<file path="src/rtl/fcp_dly.sv">
module fcp_dly #(
	parameter int W = 32,
	parameter int D = 4
) (
	input  logic         clk,
	input  logic         en,
	input  logic [W-1:0] d,
	output logic [W-1:0] q
);

	logic [W-1:0] sr_q [D];

	// shift line advancing with the pipeline
	always_ff @(posedge clk) begin
		if (en) begin
			sr_q[0] <= d;
			for (int i = 1; i < D; i++) begin
				sr_q[i] <= sr_q[i-1];
			end
		end
	end

	assign q = sr_q[D-1];

endmodule

</file>
<file path="config.mk">
export PLATFORM = sky130hd
export DESIGN_NAME = fcp_dly
export DESIGN_NICKNAME = d
export VERILOG_FILES = /design/src/rtl/fcp_dly.sv
export SDC_FILE = /design/constraint.sdc
export NUM_CORES = 1
export LEC_CHECK = 0
export BUFFER_PORTS_ARGS = -buffer_cell sky130_fd_sc_hd__clkbuf_2
export CORE_MARGIN = 2
export CORE_UTILIZATION = 35
export DETAILED_ROUTE_END_ITERATION = 10
export GPL_TIMING_DRIVEN = 0
export PLACE_DENSITY = 0.65
export SYNTH_ARGS = -nofsm -noshare
export SYNTH_HDL_FRONTEND = slang
export SYNTH_SLANG_ARGS = --single-unit
</file>
<file path="constraint.sdc">
create_clock -name clk -period 1.1 [get_ports clk]
set_input_delay 0.165 -clock clk [delete_from_list [all_inputs] [get_ports clk]]
set_output_delay 0.165 -clock clk [all_outputs]
set_load 0.1 [all_outputs]
</file>
==> implementation parameters <==
Parameter                              Value

Yosys
  Syn nets ... about 160
  Post-synthesis mux area share ... 0
  Post-Syn Instances ... 128
  Area share of and/or/nand/nor cells after synthesis ... 0
  Synth Area in Adders ... 0
  Synth unique cells ... 1
  Number of warning messages in the yosys log ... 0
  Average cell area after synthesis ... 30.03 um^2
  Sequential element share of the synthesized area ... 1.000
  Area fraction in compound gates after synthesis ... 0
  #FFs+latches synth ... 128
  XOR/XNOR Fraction of Synth Area ... 0
  Synthesized area ... roughly 3800 um^2

Detailed routing
  Detailed-router iteration count before antenna repair ... 5
  Number of design-rule violations left by the first detailed-router iteration ... 49
  Number of remaining DRC errors ... 0
  Via total after detailed routing ... 1580
  Aggregate routed wire length ... 4.951 mm
  Avg Vias per Cell ... approximately 4.0
  Routed WL per cell ... 12.47 um
  Antenna Violating Nets Remaining ... 0

Finish
  NumNets Final ... 278
  Area of all sequential standard cells ... 3844 um^2
  Final cell utilization of the core ... 0.5224
  Multi-input combinational cell count ... 0
  Count of fill cells added during filler insertion ... about 830
  Commonest non-fill, non-tap cells in the layout ... 128 x edfxtp_1, 32 x dlygate4sd3_1, 32 x clkbuf_2, 32 x buf_8, 16 x clkbuf_16
  Area used by multi-input combinational logic ... 0 um^2
  Number of antenna diodes ... 0
  Flip-flop count of the largest register, all copies and words added ... 128
  Layout Cells excl Fill ... 397
  Leading cell type in the layout, fill and taps excluded ... edfxtp_1
  Area added between synthesis and finish ... 46.68%
  Layout cell share with drive strength beyond 1 ... 0.3735
  Largest registers ... sr_q (128)
  Register with the highest flop count ... sr_q

Clock tree
  TritonCTS sink count ... 128
  Root buffer cell ... clkbuf_8
  Clock input transition at the sequential cells of the worst setup and hold paths ... around 60 ps
  CTS tree ... built
  Post CTS Setup Buffer Count ... 0
  Clk Latency, worst-skew pair ... roughly 500 ps
  Maximum count of clock buffers along a single path ... 2
  Inserted Clock Buffers ... 17
  Total number of H-tree levels ... 4

Setup path
  Worst setup EP type ... primary output
  Worst path top cell family by delay ... flip-flops
  Required @ worst endpoint ... 940 ps
  Highest fanout seen on the critical path ... 1
  Total buffers and inverters traversed by the critical path ... 1
  Worst setup path category ... flop to primary output
  Master of the slowest instance on the critical path ... edfxtp_1
  Kind of launch point of the worst setup path ... flop
  Chain of cells forming the critical path ... buf_8
  FF-to-FF setup slack ... 460 ps
  Critical path data arrival time ... 1120 ps
  Max incr delay on CP ... 430 ps

STA
  Total negative slack ... -4770 ps
  Period utilisation layout ... 1.167
  Number of failing hold endpoints at the final stage ... 0
  Setup repair after global routing missed its margin ... true
  Maximum achievable frequency ... 779.1 MHz
  Measured slew at the worst slew-check pin ... 959.5 ps
  Time the final worst path needs with I/O delays and setup ... 1284 ps
  Count of pins over their slew limit ... 0
  Final number of setup-violating endpoints ... 32
  Tightest slew margin relative to the limit ... 0.3604
  Worst clock skew on the final layout ... 6.124 ps
  Final worst-path setup slack ... -183.6 ps

Global routing
  Met2 usage ... 0.1393
  Vias in the first global route ... 1547
  Maximum number of pins on one net before global-route repair ... 129
  Initial antenna violation count ... 0
  Met1 usage in global routing ... 0.1052
  Fraction of met3 tracks used by global routing ... 0.04423
  Most crowded layer after global routing ... met2
  Gr ovfl total ... 0
  Global-route wire length before repair ... 7.603 mm
  GRT Util Overall ... 0.09131

Power and ir drop
  IR drop worst, VDD ... 1077 uV
  Static Leak ... 2.077 nW
  Pwr/cell area ... 2258 nW/um^2
  Post-route total power ... approximately 0.013 W

Die
  Number of rows in the core area ... 38
  I/O pins ... 66
  Die Wd ... 108.8 um
  Height of the die ... 108.8 um
  Core area ... 10790 um^2
  Initial core utilization ... 0.3561
  Overall die area ... roughly 12000 um^2

Job
  Max-cap viol count ... 0

Worst hold path
  Worst Hold Class ... input pin to flop

Placed design
  Port bufs ... between 60 and 70
  Placer Congestion ... 0.6559
  Post-placement cell count ... 333
  Setup slack after placement ... -246.7 ps

Outcome
  Violations in the final reports ... setup timing
  Status ... finished with violations
## worst paths after layout
kind,startpoint,end,cells past startpoint
max,sr_q[3][13],q[13],1
min,d[28],sr_q[0][28],2
max reg2reg,sr_q[2][8],sr_q[3][8],0
min reg2reg,sr_q[2][9],sr_q[3][9],0
## layout make-up
class | instances | area share
clock buffers | 17 | 0.07346
well taps | 140 | 0.03107
repair buffers | 97 | 0.1729
clock inverters | 15 | 0.04083
flip-flops and latches | 128 | 0.6818
## through the flow
step | instance area, um^2 | hold WS (ps)
floorplan | 3844 | 263.9
global placement | 4344 | 341.9
detailed placement | 4353 | 343.6
CTS | 5598 | 339.7
global route | 5638 | 351.9
finish | 5638 | 374.9
## Yosys cell counts
cell type	count	area [um^2]
edfxtp_1	128	3844
## where the power goes
group | internal (W) | switching (W)
Clock | 0.00394 | 0.00201
Sequential | 0.00576 | 0.000102
Combinational | 0.000286 | 0.000628
Total | 0.00999 | 0.00274
## timing repair
item	in CTS	in global routing
endpoints found under the hold margin	32	0
gates resized for setup	64	32
pin swaps	0	0
endpoints found under the setup margin	32	32
hold buffers	32	0
## routing by layer
| metal | routed length (um) | vias up | share of wire |
|---|---|---|---|
| met5 | 0 | - | 0 |
| met4 | 14 | 0 | 0.0028 |
| met3 | 231 | 2 | 0.047 |
| met2 | 2621 | 53 | 0.53 |
| met1 | 2084 | 762 | 0.42 |
| li1 | - | 763 | - |
## cell families after synthesis
| family | after synthesis |
|---|---|
| DFF | 128 |
No activity file was read; power rests on OpenSTA's default activity.
