[src/rtl/fcp_pkg.sv]
package fcp_pkg;

	// cordic setup
	localparam int CORDIC_ITERS = 16;
	localparam logic signed [31:0] CORDIC_GAIN = 32'sd652032874;
	localparam logic signed [27:0] ATAN_TAB [CORDIC_ITERS] = '{
		28'sd18432000, 28'sd10881045, 28'sd5749245, 28'sd2918407,
		28'sd1464867, 28'sd733147, 28'sd366663, 28'sd183343,
		28'sd91673, 28'sd45837, 28'sd22918, 28'sd11459,
		28'sd5730, 28'sd2865, 28'sd1432, 28'sd716
	};

	// normalizer geometry
	localparam int SQRT_STEPS = 32;
	localparam int QUOT_BITS  = 15;
	localparam int NUM_W      = 47;
	localparam int NRM_LAT    = SQRT_STEPS + QUOT_BITS + 4;

	localparam logic [15:0] ONE_Q14 = 16'd16384;

	// register map
	typedef enum logic [2:0] {
		REG_OFFSET_FWD   = 3'd0,
		REG_OFFSET_RIGHT = 3'd1,
		REG_OFFSET_UP    = 3'd2,
		REG_UP_X         = 3'd3,
		REG_UP_Y         = 3'd4,
		REG_UP_Z         = 3'd5
	} cfg_idx_t;

	// state handed from one cordic cell to the next
	typedef struct packed {
		logic signed [31:0] x;
		logic signed [31:0] y;
		logic signed [27:0] z;
		logic               neg_cos;
	} cordic_t;

	// state handed along the square root chain
	typedef struct packed {
		logic [63:0]       n;
		logic [33:0]       rem;
		logic [31:0]       root;
		logic [2:0][31:0]  mag;
		logic [2:0]        neg;
	} sqrt_t;

	// state handed along the divider chain
	typedef struct packed {
		logic [31:0]               len;
		logic [2:0][NUM_W-1:0]     rem;
		logic [2:0][QUOT_BITS-1:0] q;
		logic [2:0]                neg;
		logic                      zero;
	} div_t;

endpackage

[src/rtl/fcp_cordic_cell.sv]
module fcp_cordic_cell import fcp_pkg::*; #(
	parameter int I = 0
) (
	input  logic    clk,
	input  logic    en,
	input  cordic_t d_in,
	output cordic_t d_out
);

	logic signed [31:0] dx, dy;
	cordic_t nxt;

	// one rotation step, direction from the residual angle sign
	always_comb begin
		dx = $signed(d_in.y) >>> I;
		dy = $signed(d_in.x) >>> I;
		nxt = d_in;
		if (!d_in.z[27]) begin
			nxt.x = d_in.x - dx;
			nxt.y = d_in.y + dy;
			nxt.z = d_in.z - ATAN_TAB[I];
		end else begin
			nxt.x = d_in.x + dx;
			nxt.y = d_in.y - dy;
			nxt.z = d_in.z + ATAN_TAB[I];
		end
	end

	always_ff @(posedge clk) begin
		if (en) begin
			d_out <= nxt;
		end
	end

endmodule

[config.mk]
export PLATFORM = sky130hd
export DESIGN_NAME = fcp_cordic_cell
export DESIGN_NICKNAME = d
export VERILOG_FILES = /design/src/rtl/fcp_pkg.sv /design/src/rtl/fcp_cordic_cell.sv
export SDC_FILE = /design/constraint.sdc
export NUM_CORES = 1
export LEC_CHECK = 0
export CAP_MARGIN = 20
export CORE_UTILIZATION = 50
export DETAILED_ROUTE_END_ITERATION = 8
export DONT_BUFFER_PORTS = 1
export PLACE_DENSITY = 0.72
export SETUP_SLACK_MARGIN = 0.3
export SYNTH_ARGS = -nofsm -noshare
export SYNTH_HDL_FRONTEND = slang
export SYNTH_SLANG_ARGS = --single-unit
export TNS_END_PERCENT = 30
[constraint.sdc]
create_clock -name clk -period 6.62 [get_ports clk]
set_input_delay 0.331 -clock clk [delete_from_list [all_inputs] [get_ports clk]]
set_output_delay 0.331 -clock clk [all_outputs]
set_load 0.02 [all_outputs]
==> results.tsv, run 1 <==
metric	value	unit
Syn Inst Count	953	
die outline height	134	microns
largest area contributor in the netlist	edfxtp_1	
number of synthesized flops with an enable pin	92	
n_diodes	0	
gr ovfl total	0	
Die Area	18000	sq um
placed inst area	8810	sq um
layout cells sized above 1	0.0604	
met1 GRT Util	0.369	
largest net degree at the start of global routing	93	
hold path depth	0	
Synth top cells by count	ha_1, a21oi_1, edfxtp_1, inv_1, nor2_1	
final setup TNS	0	ps
met3 GRT Util	0.0454	
Synthesized Nets	1158	
CTS tree	yes	
Clock transition at path regs	70	ps
#FFs+latches synth	92	
fin crit share	0.467	
core area	16800	sq um
pwr dens	223	nW/um^2
CTS-repair resized insts	0	
HP Class	in -> reg	
Setup WS post-layout	3530	ps
CP Capture Type	flop	
GR peak layer	met2	
Synth async-reset ratio	0	
top_reg_cell synth	edfxtp_1	
register area share after synthesis	0.316	
most common cell in the synthesized netlist	ha_1	
Yosys cell types	88	
initial antenna violation count	0	
hold-fix buffers at CTS	0	
P_sw	0.000768	W
DR DRC count	0	
Comb power frac	0.294	
startpoint types	input port	
Max Cap Viol	0	
Initial Util	0.520	
I/O pins	188	
Pre-Repair DR Iteration Count	6	
fin area	9100	sq um
Post-CTS Setup Bufs	0	
critical path class	in -> reg	
DPL Wire Length	18200	microns
Hold Violations, Final	0	
Yosys warning count	0	
chip width	134	microns
largest registers	d_out x92	
f_max	324	MHz
# nets final	1127	
sw frac	0.378	
outcome	finished, final reports clean	
drt wl/cell	20.7	microns
Setup WS pre-CTS	3290	ps
Post-Route WL	23700	microns
Rel. slew slack	0.563	
worst ir drop on vdd	0.000129	V
Avg Synthesized Cell Area	9.17	sq um
Max clock buf depth	2	
setup violators final	0	
vias in the first global route	6588	
Int Power	0.00126	W
worst slew pin tran	650	ps
top post-synthesis cells by area	edfxtp_1, ha_1, xnor2_1	
Crit Path Max Fanout	14	
Rows	47	
Static Leak	3.76	nW
routed vias	7069	
register bank with the most flops	d_out	
sequential share of power	0.456	
post-synthesis cell area	8740	sq um
Port Buf Inserts	0	
Global Route Usage Sum	0.260	
post-synth top area share	0.316	
Clock Sinks	92	
RSZ-0062 raised after global routing	no	
htree depth	3	
max FFs per register	92	
GR Util met2	0.403	
clock root buffer	clkbuf_16	
CTS Buf Count	9	
GP Congestion	0.910	
Detailed Route Iter0 Violations	700	
clock share of power	0.250	
Vias/cell	6.16	
first-pass GRT wire length	36500	microns
worst endpoint data arrival time	3180	ps
hold path start	d_in[13]	
Final Slew Violations	0	
antenna-violating nets left	0	
CP Data Required Time	6710	ps
min Tclk post-route	3090	ps
area delta synth->final	4.08	%
worst hold endpoint	d_out[13]	
-- cells in the final DEF, fill, tap and decap left out, types with 5 or more instances in the layout --
| cell type | n |
|---|---|
| nor2_1 | 77 |
| mux2i_1 | 16 |
| a211oi_1 | 10 |
| nor2b_1 | 17 |
| o211ai_1 | 5 |
| o21bai_1 | 17 |
| o21ai_1 | 7 |
| o21a_1 | 10 |
| ha_1 | 106 |
| a21oi_1 | 99 |
| nand2_1 | 54 |
| xnor2_1 | 59 |
| inv_1 | 91 |
| nand4_1 | 7 |
| xor2_1 | 12 |
| nand3_1 | 5 |
| edfxtp_1 | 92 |
| a31oi_1 | 9 |
| a21o_1 | 20 |
| nor3_1 | 21 |
| o21ai_0 | 56 |
| clkbuf_16 | 9 |
-- how the worst max path moves through the flow --
stage               slack, ps   endpoint  cells past startpoint      from
finish                   3530  d_out[60]                     11  d_in[39]
global route             3490  d_out[60]                     10  d_in[40]
CTS                      3670  d_out[60]                     10  d_in[40]
detailed placement       3290  d_out[60]                     10  d_in[40]
global placement         3280  d_out[54]                      8  d_in[40]
floorplan                3330  d_out[27]                     13  d_in[28]
-- power by group through the flow --
stage                     logic, W  clock network (W)  registers, W
after detailed placement  0.000582                  0      0.000941
after global placement    0.000580                  0      0.000939
final                     0.000596           0.000507      0.000926
after global routing      0.000649           0.000538      0.000934
after floorplan           0.000469                  0      0.000915
after CTS                 0.000585           0.000519      0.000928
-- logic make-up after synthesis --
kind of cell / count (synthesis) / synth area share
AO/OA/AOI/OAI: 300 / 0.237
XOR/XNOR: 71 / 0.0711
adder cells (fa/ha/maj): 110 / 0.161
buffers and inverters: 137 / 0.0647
flip-flops: 92 / 0.316
multiplexers: 16 / 0.0183
AND/OR/NAND/NOR: 227 / 0.132
-- layout make-up --
class	instances	area, sq um
flip-flops and latches	92	2760
clock buffers	9	225
clock inverters	7	61.3
inverters	94	353
repair buffers	1	7.51
multi-input cells	724	5410
well taps	220	275
fillers	1556	7720
-- critical path, cell delays in order --
cell,delay (ps)
inv_1,20
ha_1,590
a21oi_1,240
o211ai_1,240
o2111ai_1,300
a41oi_2,340
a31oi_1,150
o21bai_1,360
a31oi_1,190
o32ai_2,320
xnor2_1,110
-- per-layer routing --
metal	share of wire	up-vias
met2	0.44	379
li1	-	3359
met5	0	-
met1	0.45	3302
met3	0.086	29
met4	0.020	0
-- stage by stage --
stage / instances / util / hold slack, ps / total power (W)
finish: 1147 / 0.541 / 75.6 / 0.00203
global route: 1147 / 0.541 / 57.3 / 0.00212
CTS: 1147 / 0.541 / 64.0 / 0.00203
detailed placement: 1131 / 0.524 / 430 / 0.00152
global placement: 1131 / 0.524 / 430 / 0.00152
floorplan: 953 / - / 430 / 0.00138
Power figures use the tool's default switching activity.
==> inputs of run 2 (changes only) <==
PLACE_DENSITY = 0.75   (was 0.72)
clock period = 2.6 ns   (was 6.62 ns; I/O delays follow)
==> run 2 against run 1 <==
  * The run now ends with hold timing left
  * Via count increased by 11%
  * Sequential share of layout area decreased by 4.8 points
  * Highest routed layer unchanged
  * Hold slack got worse by 190 ps
  * Critical path type unchanged
==> results.tsv, run 2 (same netlist as run 1, synthesis figures left out) <==
metric	value	unit
hold path start	en	
Port Buf Inserts	0	
Rows	47	
Vias/cell	6.00	
Pre-Repair DR Iteration Count	5	
chip width	134	microns
clock root buffer	clkbuf_16	
CP Capture Type	flop	
antenna-violating nets left	0	
DPL Wire Length	19900	microns
Max clock buf depth	2	
routed vias	7812	
Crit Path Max Fanout	5	
Die Area	18000	sq um
hold-fix buffers at CTS	17	
Clock Sinks	92	
area delta synth->final	23.8	%
gr ovfl total	0	
max FFs per register	92	
DR WL met3	2240	microns
HP Class	in -> reg	
I/O pins	188	
startpoint types	input port	
f_max	410	MHz
layout cells sized above 1	0.238	
Static Leak	4.54	nW
Global Route Usage Sum	0.281	
Max Cap Viol	0	
max layer used	met4	
M1 wire length	10900	microns
worst hold endpoint	d_out[73]	
failing checks	hold timing	
core area	16800	sq um
register bank with the most flops	d_out	
drt wl/cell	19.9	microns
outcome	finished, violations left	
largest net degree at the start of global routing	93	
critical path class	in -> reg	
worst slew pin tran	527	ps
Util after Layout	0.643	
Rel. slew slack	0.649	
pwr dens	523	nW/um^2
CP Data Required Time	2700	ps
CTS Buf Count	9	
CTS tree	yes	
n_diodes	0	
htree depth	3	
Clock transition at path regs	70	ps
fin crit share	0.937	
GP Congestion	1.06	
Initial Util	0.520	
commonest cells after routing, fill and taps aside	buf_4, edfxtp_1, ha_1, a21oi_1, inv_1	
min Tclk post-route	2440	ps
WHS	-111	ps
met2 WL	11800	microns
initial antenna violation count	0	
Final Slew Violations	0	
DR DRC count	0	
worst endpoint data arrival time	2530	ps
commonest non-fill, non-tap cell in the layout	buf_4	
# nets final	1281	
die outline height	134	microns
vias in the first global route	7523	
hold path depth	0	
largest registers	d_out x92	
worst ir drop on vdd	0.000357	V
total power	0.00566	W
first-pass GRT wire length	39300	microns
RSZ-0062 raised after global routing	yes	
Post-Route WL	25800	microns
Hold Violations, Final	55	
setup violators final	0	
Detailed Route Iter0 Violations	649	
[run 2: cell types whose count changed in the layout (fill, tap and decap cells not counted), sizes merged]
cell,change
inv,+3
clkinv,-1
clkinvlp,-2
buf,+137
dlygate4sd3,+17
[run 2: repair_timing]
item | CTS | global route
setup buffers | 2 | 7
gates resized for setup | 38 | 50
endpoints found under the hold margin | 110 | 92
endpoints found under the setup margin | 23 | 32
pin swaps | 13 | 40
[run 2: worst max-delay path by stage]
stage	from	end	slack [ps]	cells after the start
after global routing	d_in[61]	d_out[91]	90	13
after floorplan	d_in[28]	d_out[27]	20	13
after global placement	d_in[33]	d_out[86]	-320	12
after CTS	d_in[61]	d_out[91]	210	13
final	d_in[31]	d_out[60]	160	11
after detailed placement	d_in[33]	d_out[86]	-410	12
[run 2: worst max-delay path, stage by stage]
cell	delay [ps]
inv_8	10
ha_4	270
and2b_2	240
o311ai_4	310
nand4_4	190
a2111oi_4	500
o31a_2	280
o221a_4	270
nor3_2	60
o32ai_2	170
xnor2_1	90
[run 2: metrics by stage]
step	worst slack, ps	instances	hold WS (ps)	TNS (ps)	area, sq um
global route	86.9	1301	-123	0	10800
CTS	212	1294	-117	0	10500
finish	164	1301	-111	0	10800
floorplan	18.7	953	229	0	8830
detailed placement	-408	1259	229	-4860	9850
global placement	-317	1259	229	-4200	9850
[run 2: report_power, final]
part           internal (W)  total (W)  leakage [nW]  switching [W]
Sequential          0.00196    0.00236         0.900       0.000400
Combinational      0.000925    0.00199          3.51        0.00106
Clock              0.000673    0.00132         0.137       0.000643
[run 2: cell type report]
type                       count  area [sq um]
clock inverter                 7          63.8
sequential                    92          2760
multi-input combinational    724          5900
tap                          220           275
fill                        1429          6000
timing repair buffer         155          1210
inverter                      94           383
clock buffer                   9           225
[run 2: routing by layer]
metal | track usage | up-vias
met5 | 0 | -
met4 | 0.122 | 0
met3 | 0.0552 | 61
met2 | 0.455 | 400
met1 | 0.365 | 3681
li1 | - | 3670
==> inputs of run 3 (changes only) <==
CTS_BUF_LIST = sky130_fd_sc_hd__clkbuf_4 sky130_fd_sc_hd__clkbuf_8   (was default)
SETUP_SLACK_MARGIN = 0.1   (was 0.3)
==> run 3 against run 2 <==
  * The run still ends with hold timing left
  * Flip-flop and latch count stayed put
  * Cell area decreased by 5.3%
  * Global-route usage rose by 0.50 points
  * Via count fell by 2.7%
  * Wire length up 0.40%
  * Fmax decreased by 3.3%
  * Count of clock-buffer cells in the layout stayed put
  * Critical path type unchanged
  * Highest routed layer unchanged
==> results.tsv, run 3 (same netlist as run 1, synthesis figures left out) <==
metric	value	unit
outcome	finished, violations left	
failing checks	hold timing	
min Tclk post-route	2520	ps
Clock Sinks	92	
Static Leak	4.40	nW
final setup TNS	0	ps
max FFs per register	92	
placed inst area	9690	sq um
antenna-violating nets left	0	
fin cells	1282	
Rows	47	
drt wl/cell	20.2	microns
Final Slew Violations	0	
DR DRC count	0	
largest registers	d_out x92	
layout cells sized above 1	0.190	
area delta synth->final	17.3	%
GP Congestion	0.950	
clock root buffer	clkbuf_8	
Max Cap Viol	0	
chip width	134	microns
core area	16800	sq um
vias in the first global route	7418	
commonest cells after routing, fill and taps aside	buf_4, ha_1, a21oi_1, edfxtp_1, inv_1	
fin crit share	0.969	
CP Launch Point	d_in[61]	
Cell Count Post-Placement	1244	
worst endpoint data arrival time	2670	ps
Setup crit end	d_out[89]	
number of fill cells	1480	
pwr dens	518	nW/um^2
# nets final	1262	
Clock transition at path regs	120	ps
Initial Util	0.520	
htree depth	3	
Pre-Repair DR Iteration Count	7	
HP Class	in -> reg	
CTS tree	yes	
Rel. slew slack	0.659	
setup violators final	0	
worst slew pin tran	507	ps
Detailed Route Iter0 Violations	682	
Port Buf Inserts	0	
worst ir drop on vdd	0.000301	V
Global Route Usage Sum	0.286	
routed vias	7601	
CP Data Required Time	2750	ps
largest net degree at the start of global routing	93	
CTS Buf Count	9	
initial antenna violation count	0	
die outline height	134	microns
first-pass GRT wire length	40100	microns
Max clock buf depth	2	
Crit-path slowest cell	a2111oi_4	
RSZ-0062 raised after global routing	yes	
CP Cell Sequence	clkinv_16 -> ha_4 -> fa_2 -> and4b_2 -> o311ai_2 -> buf_4 -> a2111oi_4 -> nor3_2 -> o31a_1 -> o221ai_2 -> a221o_1 -> mux2i_1 -> xnor2_1	
CP Capture Type	flop	
startpoint types	input port	
critical path class	in -> reg	
Multi-input gate area	5550	sq um
gr ovfl total	0	
Crit Path Max Fanout	3	
Setup WS pre-CTS	-361	ps
hold-fix buffers at CTS	17	
register bank with the most flops	d_out	
f_max	397	MHz
DPL Wire Length	20400	microns
total power	0.00531	W
Vias/cell	5.93	
fin area	10300	sq um
n_diodes	0	
Die Area	18000	sq um
WHS	-142	ps
Hold Violations, Final	92	
Post-Route WL	25900	microns
I/O pins	188	
commonest non-fill, non-tap cell in the layout	buf_4	
Largest stage delay, worst path	410	ps
register area	2760	sq um
Setup WS post-layout	80.8	ps
[run 3: cell types whose count changed in the layout (fill, tap and decap cells not counted), sizes merged]
cell,before,now
inv,99,97
buf,138,119
clkinvlp,2,1
bufinv,0,1
clkinv,0,2
[run 3: how the worst min path moves through the flow]
stage             start        end  slack, ps  cells after the start
2_1_floorplan   d_in[0]   d_out[0]        230                      0
3_3_place_gp   d_in[12]  d_out[12]        230                      0
3_5_place_dp   d_in[12]  d_out[12]        230                      0
4_1_cts              en  d_out[73]       -150                      0
5_1_grt              en  d_out[74]       -160                      0
6_report             en  d_out[44]       -140                      0
[run 3: layer usage]
layer | track usage | up-vias | part of all wire
met4 | 0.0718 | 0 | 0.017
met3 | 0.0488 | 34 | 0.077
met5 | 0 | - | 0
met2 | 0.477 | 353 | 0.47
li1 | - | 3619 | -
met1 | 0.384 | 3595 | 0.44
[run 3: worst max-delay path: cells and delay by family]
| family | cells | cell delay (ps) |
|---|---|---|
| adders and majority gates | 2 | 540 |
| muxes | 1 | 80 |
| xor gates and xnor gates | 1 | 140 |
| and+or+nand+nor | 2 | 410 |
| buffers and inverters | 2 | 190 |
| AOI/OAI and AO/OA | 5 | 1190 |
[run 3: stage by stage]
stage           util  hold slack [ps]
6_report       0.610             -142
2_1_floorplan      -              229
3_3_place_gp   0.576              229
4_1_cts        0.599             -153
5_1_grt        0.610             -164
3_5_place_dp   0.576              229
[run 3: power by group]
group          switching [W]  internal [W]  total (W)
combinational        0.00103      0.000834    0.00186
sequential          0.000401       0.00196    0.00236
clock               0.000618      0.000471    0.00109
[run 3: timing repair]
item	in CTS	in global routing
endpoints found under the setup margin	7	21
buffers inserted	0	5
resized for setup	1	33
pin swaps	0	13
endpoints found under the hold margin	110	92
[run 3: layout make-up]
class                      count  share of cell area
multi-input combinational    724               0.541
sequential                    92               0.269
timing repair buffer         136               0.105
inverter                      94              0.0370
tap                          220              0.0268
clock buffer                   9              0.0121
clock inverter                 7             0.00866
